## src/design/epr_pkg.sv

```systemverilog
// ----------------------------------------------------------------------------
// epr_pkg: shared constants for the Euler point rotation block
// Register indexes, sine polynomial coefficients and the microprogram that
// builds the rotation matrix from the six sines and cosines.
// ----------------------------------------------------------------------------
package epr_pkg;

	localparam logic [2:0] REG_ALPHA   = 3'd0;
	localparam logic [2:0] REG_BETA    = 3'd1;
	localparam logic [2:0] REG_GAMMA   = 3'd2;
	localparam logic [2:0] REG_REVERSE = 3'd3;
	localparam logic [2:0] REG_CX      = 3'd4;
	localparam logic [2:0] REG_CY      = 3'd5;
	localparam logic [2:0] REG_CZ      = 3'd6;

	// operand codes of the matrix microprogram
	localparam logic [3:0] OP_SA  = 4'd0;
	localparam logic [3:0] OP_CA  = 4'd1;
	localparam logic [3:0] OP_SB  = 4'd2;
	localparam logic [3:0] OP_CB  = 4'd3;
	localparam logic [3:0] OP_SG  = 4'd4;
	localparam logic [3:0] OP_CG  = 4'd5;
	localparam logic [3:0] OP_T0  = 4'd6;
	localparam logic [3:0] OP_T1  = 4'd7;
	localparam logic [3:0] OP_ONE = 4'd8;

	// destinations: 0..8 are matrix entries, then the two temporaries
	localparam logic [3:0] DST_T0 = 4'd9;
	localparam logic [3:0] DST_T1 = 4'd10;

	localparam logic [3:0] MAT_LAST_STEP = 4'd14;
	localparam logic [2:0] SINE_LAST_MUL = 3'd6;
	localparam logic [2:0] SINE_LAST_IDX = 3'd5;

	typedef struct packed {
		logic [3:0] opa;
		logic [3:0] opb;
		logic       neg;
		logic       first;
		logic       last;
		logic [3:0] dest;
	} mstep_t;

	function automatic logic [31:0] sine_coef(input logic [2:0] i);
		logic [31:0] c;
		case (i)
			3'd0:    c = 32'd1686629713;
			3'd1:    c = 32'd693598669;
			3'd2:    c = 32'd85569306;
			3'd3:    c = 32'd5026995;
			3'd4:    c = 32'd172272;
			3'd5:    c = 32'd3864;
			default: c = 32'd0;
		endcase
		return c;
	endfunction

	function automatic mstep_t mat_step(input logic [3:0] i);
		mstep_t s;
		case (i)
			4'd0:    s = '{OP_CG, OP_CB,  1'b0, 1'b1, 1'b1, DST_T0};
			4'd1:    s = '{OP_SG, OP_CB,  1'b0, 1'b1, 1'b1, DST_T1};
			4'd2:    s = '{OP_T0, OP_CA,  1'b0, 1'b1, 1'b0, 4'd0};
			4'd3:    s = '{OP_SG, OP_SA,  1'b1, 1'b0, 1'b1, 4'd0};
			4'd4:    s = '{OP_T1, OP_CA,  1'b0, 1'b1, 1'b0, 4'd1};
			4'd5:    s = '{OP_CG, OP_SA,  1'b0, 1'b0, 1'b1, 4'd1};
			4'd6:    s = '{OP_SB, OP_CA,  1'b1, 1'b1, 1'b1, 4'd2};
			4'd7:    s = '{OP_T0, OP_SA,  1'b1, 1'b1, 1'b0, 4'd3};
			4'd8:    s = '{OP_SG, OP_CA,  1'b1, 1'b0, 1'b1, 4'd3};
			4'd9:    s = '{OP_T1, OP_SA,  1'b1, 1'b1, 1'b0, 4'd4};
			4'd10:   s = '{OP_CG, OP_CA,  1'b0, 1'b0, 1'b1, 4'd4};
			4'd11:   s = '{OP_SB, OP_SA,  1'b0, 1'b1, 1'b1, 4'd5};
			4'd12:   s = '{OP_CG, OP_SB,  1'b0, 1'b1, 1'b1, 4'd6};
			4'd13:   s = '{OP_SG, OP_SB,  1'b0, 1'b1, 1'b1, 4'd7};
			4'd14:   s = '{OP_CB, OP_ONE, 1'b0, 1'b1, 1'b1, 4'd8};
			default: s = '0;
		endcase
		return s;
	endfunction

endpackage

```

## src/design/epr_coef_gen.sv

```systemverilog
// ----------------------------------------------------------------------------
// epr_coef_gen: rotation matrix builder
// Evaluates six sines/cosines with a shared Q30 multiplier, then runs a short
// multiply-accumulate microprogram to form the nine Q1.F coefficients.
// ----------------------------------------------------------------------------
module epr_coef_gen
	import epr_pkg::*;
#(
	parameter int ANGLE_BITS = 16,
	parameter int COEF_BITS  = 18
) (
	input  logic                        clk,
	input  logic                        arst_n,
	input  logic                        start,
	input  logic [ANGLE_BITS-1:0]       alpha,
	input  logic [ANGLE_BITS-1:0]       beta,
	input  logic [ANGLE_BITS-1:0]       gamma,
	output logic                        busy,
	output logic signed [COEF_BITS-1:0] coef [9]
);

	localparam int F  = COEF_BITS - 2;
	localparam int AW = 2 * COEF_BITS + 2;
	localparam logic [ANGLE_BITS-1:0] QUARTER = ANGLE_BITS'(1) << (ANGLE_BITS - 2);
	localparam logic [30:0] X_ONE = 31'h4000_0000;
	localparam logic signed [COEF_BITS-1:0] C_ONE = COEF_BITS'(1) << F;
	localparam logic signed [AW-1:0] RND = AW'(1) << (F - 1);
	localparam logic signed [AW-1:0] CMAX =
		signed'({{(AW-COEF_BITS+1){1'b0}}, {(COEF_BITS-1){1'b1}}});
	localparam logic signed [AW-1:0] CMIN =
		signed'({{(AW-COEF_BITS+1){1'b1}}, {(COEF_BITS-1){1'b0}}});

	localparam logic [1:0] ST_IDLE  = 2'd0;
	localparam logic [1:0] ST_SINE  = 2'd1;
	localparam logic [1:0] ST_MAT   = 2'd2;
	localparam logic [1:0] ST_DRAIN = 2'd3;

	logic [1:0] state_q;
	logic [2:0] sidx_q;
	logic [2:0] kstep_q;
	logic       ph_q;
	logic [3:0] mstep_q;

	logic [30:0] x2_q;
	logic [31:0] p_q;
	logic [62:0] sprod_q;

	logic signed [COEF_BITS-1:0] sa_q, ca_q, sb_q, cb_q, sg_q, cg_q, t0_q, t1_q;
	logic signed [COEF_BITS-1:0] coef_q [9];

	logic signed [2*COEF_BITS-1:0] mprod_q;
	mstep_t                        mctl_q;
	logic                          mvld_q;
	logic signed [AW-1:0]          acc_q;

	// sine argument
	logic [ANGLE_BITS-1:0] ang_base, ang;
	logic [31:0]           u;
	logic [30:0]           x;
	logic [30:0]           mul_a;
	logic [31:0]           mul_b;
	logic [31:0]           s_val;
	logic [32:0]           vr;
	logic [32:0]           vcap;
	logic signed [COEF_BITS-1:0] tv;

	always_comb begin
		unique case (sidx_q[2:1])
			2'd0:    ang_base = alpha;
			2'd1:    ang_base = beta;
			default: ang_base = gamma;
		endcase
		ang = ang_base + (sidx_q[0] ? QUARTER : '0);
		u   = {ang, {(32-ANGLE_BITS){1'b0}}};
		x   = u[30] ? (X_ONE - {1'b0, u[29:0]}) : {1'b0, u[29:0]};
		mul_a = (kstep_q == 3'd0 || kstep_q == SINE_LAST_MUL) ? x : x2_q;
		if (kstep_q == 3'd0) begin
			mul_b = {1'b0, x};
		end else if (kstep_q == 3'd1) begin
			mul_b = sine_coef(3'd5);
		end else begin
			mul_b = p_q;
		end
		s_val = sprod_q[61:30];
		vr    = ({1'b0, s_val} + (33'd1 << (29 - F))) >> (30 - F);
		vcap  = (vr > (33'd1 << F)) ? (33'd1 << F) : vr;
		tv    = u[31] ? -COEF_BITS'(vcap) : COEF_BITS'(vcap);
	end

	function automatic logic signed [COEF_BITS-1:0] op_sel(
		input logic [3:0] code,
		input logic signed [COEF_BITS-1:0] sa, ca, sb, cb, sg, cg, t0, t1
	);
		logic signed [COEF_BITS-1:0] r;
		case (code)
			OP_SA:   r = sa;
			OP_CA:   r = ca;
			OP_SB:   r = sb;
			OP_CB:   r = cb;
			OP_SG:   r = sg;
			OP_CG:   r = cg;
			OP_T0:   r = t0;
			OP_T1:   r = t1;
			OP_ONE:  r = C_ONE;
			default: r = '0;
		endcase
		return r;
	endfunction

	mstep_t ms;
	logic signed [COEF_BITS-1:0] opa, opb;
	logic signed [AW-1:0] term, sum, rr, cl;

	always_comb begin
		ms   = mat_step(mstep_q);
		opa  = op_sel(ms.opa, sa_q, ca_q, sb_q, cb_q, sg_q, cg_q, t0_q, t1_q);
		opb  = op_sel(ms.opb, sa_q, ca_q, sb_q, cb_q, sg_q, cg_q, t0_q, t1_q);
		term = mctl_q.neg ? -AW'(mprod_q) : AW'(mprod_q);
		sum  = mctl_q.first ? term : acc_q + term;
		rr   = (sum + RND) >>> F;
		if (rr > CMAX) begin
			cl = CMAX;
		end else if (rr < CMIN) begin
			cl = CMIN;
		end else begin
			cl = rr;
		end
	end

	always_ff @(posedge clk or negedge arst_n) begin
		if (!arst_n) begin
			state_q <= ST_IDLE;
			sidx_q  <= '0;
			kstep_q <= '0;
			ph_q    <= 1'b0;
			mstep_q <= '0;
			mvld_q  <= 1'b0;
			for (int i = 0; i < 9; i++) begin
				coef_q[i] <= (i % 4 == 0) ? C_ONE : '0;
			end
		end else begin
			mvld_q <= (state_q == ST_MAT);
			unique case (state_q)
				ST_IDLE: begin
					if (start) begin
						state_q <= ST_SINE;
						sidx_q  <= '0;
						kstep_q <= '0;
						ph_q    <= 1'b0;
					end
				end
				ST_SINE: begin
					ph_q <= ~ph_q;
					if (ph_q) begin
						if (kstep_q == SINE_LAST_MUL) begin
							kstep_q <= '0;
							if (sidx_q == SINE_LAST_IDX) begin
								state_q <= ST_MAT;
								mstep_q <= '0;
							end else begin
								sidx_q <= sidx_q + 3'd1;
							end
						end else begin
							kstep_q <= kstep_q + 3'd1;
						end
					end
				end
				ST_MAT: begin
					if (mstep_q == MAT_LAST_STEP) begin
						state_q <= ST_DRAIN;
					end else begin
						mstep_q <= mstep_q + 4'd1;
					end
				end
				default: begin
					state_q <= ST_IDLE;
				end
			endcase
			if (mvld_q && mctl_q.last && mctl_q.dest < 4'd9) begin
				coef_q[mctl_q.dest] <= COEF_BITS'(cl);
			end
		end
	end

	// datapath registers, no reset
	always_ff @(posedge clk) begin
		if (state_q == ST_SINE) begin
			if (!ph_q) begin
				sprod_q <= {32'd0, mul_a} * {31'd0, mul_b};
			end else begin
				if (kstep_q == 3'd0) begin
					x2_q <= sprod_q[60:30];
				end else if (kstep_q == SINE_LAST_MUL) begin
					unique case (sidx_q)
						3'd0:    sa_q <= tv;
						3'd1:    ca_q <= tv;
						3'd2:    sb_q <= tv;
						3'd3:    cb_q <= tv;
						3'd4:    sg_q <= tv;
						default: cg_q <= tv;
					endcase
				end else begin
					p_q <= sine_coef(3'd5 - kstep_q) - sprod_q[61:30];
				end
			end
		end
		if (state_q == ST_MAT) begin
			mprod_q <= opa * opb;
			mctl_q  <= ms;
		end
		if (mvld_q) begin
			acc_q <= sum;
			if (mctl_q.last && mctl_q.dest == DST_T0) begin
				t0_q <= COEF_BITS'(cl);
			end
			if (mctl_q.last && mctl_q.dest == DST_T1) begin
				t1_q <= COEF_BITS'(cl);
			end
		end
	end

	assign busy = (state_q != ST_IDLE);
	assign coef = coef_q;

	a_mat_only_when_busy: assert property (@(posedge clk) disable iff (!arst_n)
		mvld_q |-> $past(state_q == ST_MAT))
		else $error("matrix step retired without issue");
	a_start_leaves_idle: assert property (@(posedge clk) disable iff (!arst_n)
		(start && state_q == ST_IDLE) |=> state_q == ST_SINE)
		else $error("builder did not start");
	a_sine_phase: assert property (@(posedge clk) disable iff (!arst_n)
		(state_q == ST_SINE && !ph_q) |=> ph_q)
		else $error("sine writeback phase skipped");

endmodule

```

## config.mk

```make
export PLATFORM = sky130hd
export DESIGN_NAME = epr_coef_gen
export DESIGN_NICKNAME = d
export VERILOG_FILES = /design/src/design/epr_pkg.sv /design/src/design/epr_coef_gen.sv
export SDC_FILE = /design/constraint.sdc
export NUM_CORES = 2
export LEC_CHECK = 0
export ABC_AREA = 1
export CORE_UTILIZATION = 59
export DETAILED_ROUTE_END_ITERATION = 8
export DONT_BUFFER_PORTS = 1
export GPL_TIMING_DRIVEN = 0
export PLACE_DENSITY_LB_ADDON = 0.25
export RECOVER_POWER = 50
export SYNTH_ARGS = -nofsm -noshare
export SYNTH_HDL_FRONTEND = slang
export SYNTH_SLANG_ARGS = --single-unit
```

## constraint.sdc

```tcl
create_clock -name clk -period 13.08 [get_ports clk]
set_clock_uncertainty 0.2 [all_clocks]
set_input_delay 2.616 -clock clk [delete_from_list [all_inputs] [get_ports clk]]
set_output_delay 2.616 -clock clk [all_outputs]
set_load 0.01 [all_outputs]
```

Yosys cells after proc, flatten, opt, wreduce, memory -nomap -nowiden
Memories as Yosys holds them, arrays and structs flattened.
Cells that the tools add are included.
{"block": "op_classes", "n_addsub": 12, "n_mul": 2, "n_lt_le_gt_ge": 6, "n_eq_ne": 41, "n_mux": 43, "bitwise_logic": 5, "reduce_logical": 33}
{"cell": "$pmux 18 s9", "n": 2}
{"cell": "$mux 32", "n": 6}
{"cell": "$pmux 31 s6", "n": 1}
{"cell": "$bwmux 162", "n": 1}
{"cell": "$mux 18", "n": 5}
{"cell": "$mux 38", "n": 2}
{"cell": "$demux 18 s4", "n": 1}
{"cell": "$mul 31x32->62", "n": 1}
{"cell": "$mux 31", "n": 2}
{"cell": "$reduce_and 5->1", "n": 9}
{"cell": "$add 38x17->38 const B", "n": 1}
{"cell": "$add 38x38->38", "n": 1}
{"cell": "$neg 36->38", "n": 1}
{"cell": "$mul 18x18->36", "n": 1}
{"cell": "$add 32x14->33 const B", "n": 1}
{"cell": "$eq 4x3->1 const B", "n": 8}
{"cell": "$pmux 16 s2", "n": 1}
{"cell": "$sub 32x32->32", "n": 1}
{"cell": "$sub 31x30->31 const A", "n": 1}
{"cell": "$gt 22x18->1 const B", "n": 1}
{"cell": "$lt 22x18->1 const B", "n": 1}
{"cell": "$eq 4x4->1 const B", "n": 5}
{"cell": "$gt 19x17->1 const B", "n": 1}
{"cell": "$mux 3", "n": 6}
{"cell": "36 further kinds", "n": 82}
{"block": "word_totals", "reg_bits": 526, "romBits": 208, "out_inout_bits": 163, "elab_cells": 175, "memories": 1}
{"memory": "(no name shown)", "depth": 16, "word_bits": 13, "read_ports": 1, "rd_clocked_by_memory_dff": 0, "wr": 0, "line_no": "epr_pkg.sv:60", "rtl": "case (i)"}

Longest topological paths before layout
{"block": "logic_depth", "word_depth": 9, "mapped_depth": 46, "depth_no_buf": 45}

Worst setup path before layout
No wires, ideal clock.
{"block": "synth_timing", "path_type": "input to register", "startpoint": "input gamma[0]", "endpoint": "register sprod_q[55] (data pin)", "setup_time_ns": 0.258, "arrival_ns": 10.395, "required_ns": 12.622, "setup_slack_ns": 2.227, "stages": 41, "path_cell_list": "o22ai_1 -> nor2_1 -> inv_2 -> ha_1 -> nand2_1 -> nor2_1 -> nand3_1 -> inv_1 -> nand4_1 -> nand2_1 -> o21ai_0 -> xor2_1 -> inv_1 -> nand2_1 -> o21ai_0 -> clkbuf_1 -> clkbuf_1 -> nand2_1 -> [5 not listed] -> fa_1 -> inv_1 -> fa_1 -> fa_1 -> fa_1 -> inv_1 -> fa_1 -> inv_1 -> ha_1 -> nand2_1 -> nor2_1 -> nand2_1 -> inv_1 -> nand2_1 -> or3_1 -> o221ai_1 -> a21oi_1 -> xnor2_1"}
{"block": "synth_between", "elab_chain_len": 6, "word_cells_on_any_way": 7, "classes_between": "add/sub (2); mul (1); mux (4)"}
{"element": "from (decl)", "line_no": "epr_coef_gen.sv:17", "rtl": "input logic [ANGLE_BITS-1:0] gamma,"}
{"element": "$pmux 16 s2 *", "line_no": "epr_coef_gen.sv:68", "rtl": "unique case (sidx_q[2:1])"}
{"element": "$add 16x15->16 *", "line_no": "epr_coef_gen.sv:73", "rtl": "ang = ang_base + (sidx_q[0] ? QUARTER : '0);"}
{"element": "$sub 31x30->31", "line_no": "epr_coef_gen.sv:75", "rtl": "x = u[30] ? (X_ONE - {1'b0, u[29:0]}) : {1'b0, u[29:0]};"}
{"element": "$mux 31 *", "line_no": "epr_coef_gen.sv:75"}
{"element": "$mux 31 or $mux 32 (tied branches)", "line_no": "epr_coef_gen.sv:76, epr_coef_gen.sv:77"}
{"element": "$mul 31x32->62 *", "line_no": "epr_coef_gen.sv:189", "rtl": "sprod_q <= {32'd0, mul_a} * {31'd0, mul_b};"}
{"element": "to (signal assigned)", "line_no": "epr_coef_gen.sv:189"}
{"element": "to (decl)", "line_no": "epr_coef_gen.sv:46", "rtl": "logic [62:0] sprod_q;"}
Mark *: on every way between the ends. The rest lies on a longest branch, timed or not.
A chain may end at the register's enable or synchronous reset.

Worst setup path after layout
Ends and elaborated chain as after synthesis.

==> results.yml <==
setup_path:
  worst_setup_path_end_kind: "flop"
  slowest_stage: "clkbuf_1"
  cp-start-kind: "input pin"
  path_max_fanout: 10
  path_common_cell: "fa_1"
  cp.required_ps: 13250
  path_class: "in -> reg"
  critPathTopFamily: "adder cells"
  crit_arrival_ps: 12960
  slowest_delay_ps: 830
  worst-path-buf-inv: 9
synth:
  synth_area_per_cell_um2: 8.306
  syn_area_mm2: 0.07050
  async_flop_share: 0.3548
  synth_top_flop_cell: "edfxtp_1"
  ys_types: 62
  syn_nets: 10165
  synthCells: 8488
  synth_seq_area_share: 0.1988
  synth_warnings: 0
  synth_edf_count: 320
  ys_ff_latch: 496
timing:
  worstMarginPinSlew_ps: 2790
  maxSlewHeadroom: -0.8601
  drv_slew: 177
  finalCritPeriodShare: 0.9780
  rsz0062_at_grt: "no"
  finalSetupViolCount: 0
  fin_crit_ps: 12790
  finalHoldViolCount: 0
  timing.fmax_mhz: 78.18
grt:
  gr-total-overflow: 0
  grt_pass1_wl_um: 351300
  antenna_found_initial: 3
  first_global_vias: 58471
  track_usage: 0.3900
  grt_max_degree: 177
run:
  drv_cap: 8
run_status:
  status: "finished with violations"
  violations: "capacitance limit, slew limit"
final_layout:
  layout.filler_cells: 10126
  final_cells: 10146
  layout.nets: 10240
  final_layout_size_suffix_gt1_frac: 0.02720
  syn_to_final_growth_pct: 5.291
clock_network:
  cts_tree: "yes"
  cts-root-buf: "clkbuf_16"
  ctsHtreeMaxLevel: 2
  clk_latency_ps: 660
  clock-sinks: 496
  clk_pin_slew_worst_paths_ps: 60
  cts_buffers: 52
  ctsLongestPathBuffers: 3
  hold_buffers: 0
floorplan:
  die_w_um: 347.7
  rows: 126
  pin_count: 214
  fp.coreArea_mm2: 0.1182
  die_h_um: 347.7
  dieArea_mm2: 0.1209
  start_util: 0.5962
drt:
  dr.first_iter.drc_count: 7265
  finalWirelength_um: 232700
  antenna_left: 0
  wire_per_inst_um: 22.94
  drt_pass1_iterations: 8
  vias: 58786
  viasPerCell: 5.794
  drc: 0
placement:
  hpwl_um: 192700
  dp.cells: 10043
  place.gp.congestion: 1.102
  numPortBuffers: 0
min_path:
  hp-class: "reg -> reg"
## routing by layer
layer | track usage | part of all wire | vias up
met4 | 0.2254 | 0.069 | 6
met3 | 0.1010 | 0.12 | 770
met1 | 0.5038 | 0.37 | 28818
met5 | 0.006403 | 0.00046 | -
li1 | - | - | 25611
met2 | 0.5964 | 0.44 | 3581
## state kept, by name (all words and copies together) (netlist names), 3 cells and up
register  count
p_q          32
coef        162
ca_q         18
mprod_q      36
t0_q         18
mctl_q        7
x2_q         31
kstep_q       3
sprod_q      32
sb_q         18
t1_q         18
cg_q         18
acc_q        38
sa_q         18
sg_q         18
cb_q         18
sidx_q        3
mstep_q       4
## cells in the final DEF (no fill, tap or decap), types with 13 or more instances in the layout
cell | netlist | routed
nand2_1 | 2371 | 2371
a21oi_1 | 233 | 233
edfxtp_1 | 320 | 320
o211ai_1 | 21 | 21
nand4_1 | 39 | 39
o21ai_0 | 157 | 156
nor3_1 | 47 | 47
ha_1 | 430 | 430
fa_1 | 1196 | 1196
a22o_1 | 16 | 16
o21ai_1 | 20 | 20
o21bai_1 | 13 | 13
nor2_1 | 687 | 687
xnor2_1 | 42 | 42
clkbuf_16 | 0 | 52
a221oi_1 | 42 | 42
clkbuf_1 | 176 | 210
inv_1 | 1839 | 1840
or2_2 | 16 | 16
inv_2 | 19 | 17
a31oi_1 | 19 | 19
xor2_1 | 133 | 133
buf_2 | 45 | 44
nand2_2 | 14 | 14
clkinv_1 | 40 | 43
buf_1 | 21 | 19
dfrtp_1 | 173 | 172
nand3_1 | 185 | 186
## synth_stat cells, types with 42 or more instances
cell type	count	area, um^2
a221oi_1	42	367.9
nand2_1	2371	8900
clkbuf_1	176	660.6
nor2_1	687	2579
a21oi_1	233	1166
inv_1	1839	6903
xor2_1	133	1165
xnor2_1	42	367.9
o21ai_0	157	785.8
edfxtp_1	320	9609
fa_1	1196	23940
dfrtp_1	173	4329
nand3_1	185	925.9
buf_2	45	225.2
nor3_1	47	235.2
ha_1	430	5380
## kinds of logic (layout without fill, tap and decap cells)
logic type	count (synthesis)	count (layout)	share of synthesized area
AND/OR/NAND/NOR	3430	3430	0.1954
buffers and inverters	2146	2261	0.1158
adder cells (fa/ha/maj)	1626	1626	0.4159
AO/OA/AOI/OAI	615	615	0.05229
flip-flops	496	496	0.1988
XOR/XNOR	175	175	0.02174
other	0	7	0
## area by class of cell
| cell class | instances | area, um^2 | area share |
|---|---|---|---|
| plain buffers | 248 | 1036 | 0.01396 |
| flip-flops and latches | 496 | 14020 | 0.1889 |
| inverters | 1898 | 7124 | 0.09598 |
| diodes | 7 | 17.52 | 0.0002360 |
| well taps | 1536 | 1922 | 0.02589 |
| clock buffers | 74 | 1438 | 0.01937 |
| multi-input cells | 5846 | 48340 | 0.6513 |
| repair buffers | 21 | 105.1 | 0.001416 |
| clock inverters | 20 | 224.0 | 0.003017 |
## through the flow
| step | area, um^2 | setup slack [ps] | setup TNS [ps] | util | hold slack, ps |
|---|---|---|---|---|---|
| after floorplan | 70500 | 2227 | 0 | - | 224.4 |
| after global placement | 72420 | -242.6 | -405.0 | 0.6125 | 236.0 |
| after detailed placement | 72740 | -224.8 | -381.7 | 0.6152 | 236.0 |
| after CTS | 74400 | 377.8 | 0 | 0.6293 | 250.5 |
| after global routing | 74210 | 3.227 | 0 | 0.6276 | 261.6 |
| final | 74230 | 288.3 | 0 | 0.6278 | 250.8 |
## worst register-to-register path, delay by kind of cell, from the launching register on
kind,cells,cell delay (ps)
XOR/XNOR,2,350
AND/OR/NAND/NOR,13,2650
AO/OA/AOI/OAI,4,1440
adder cells (fa/ha/maj),9,4750
flip-flops,1,470
buffers and inverters,11,2330
## what timing repair did
| item | CTS | global route |
|---|---|---|
| setup endpoints to repair | 0 | 5 |
| resized for setup | 0 | 4 |
| setup buffers | 0 | 0 |
## worst paths after layout
check                            start  cells past startpoint  slack, ps          end
max reg2reg                  sidx_q[1]                     39        610  sprod_q[55]
min in group asynchronous       arst_n                      0       1450     coef[47]
min reg2reg                sprod_q[55]                      0        250     x2_q[25]
max in group asynchronous       arst_n                      0      10790       mvld_q
max                           gamma[0]                     36        290  sprod_q[55]
min                        sprod_q[55]                      0        250     x2_q[25]
Power is not shown: default switching activity piles up to over one toggle a cycle in this logic, so the estimate is an artifact.
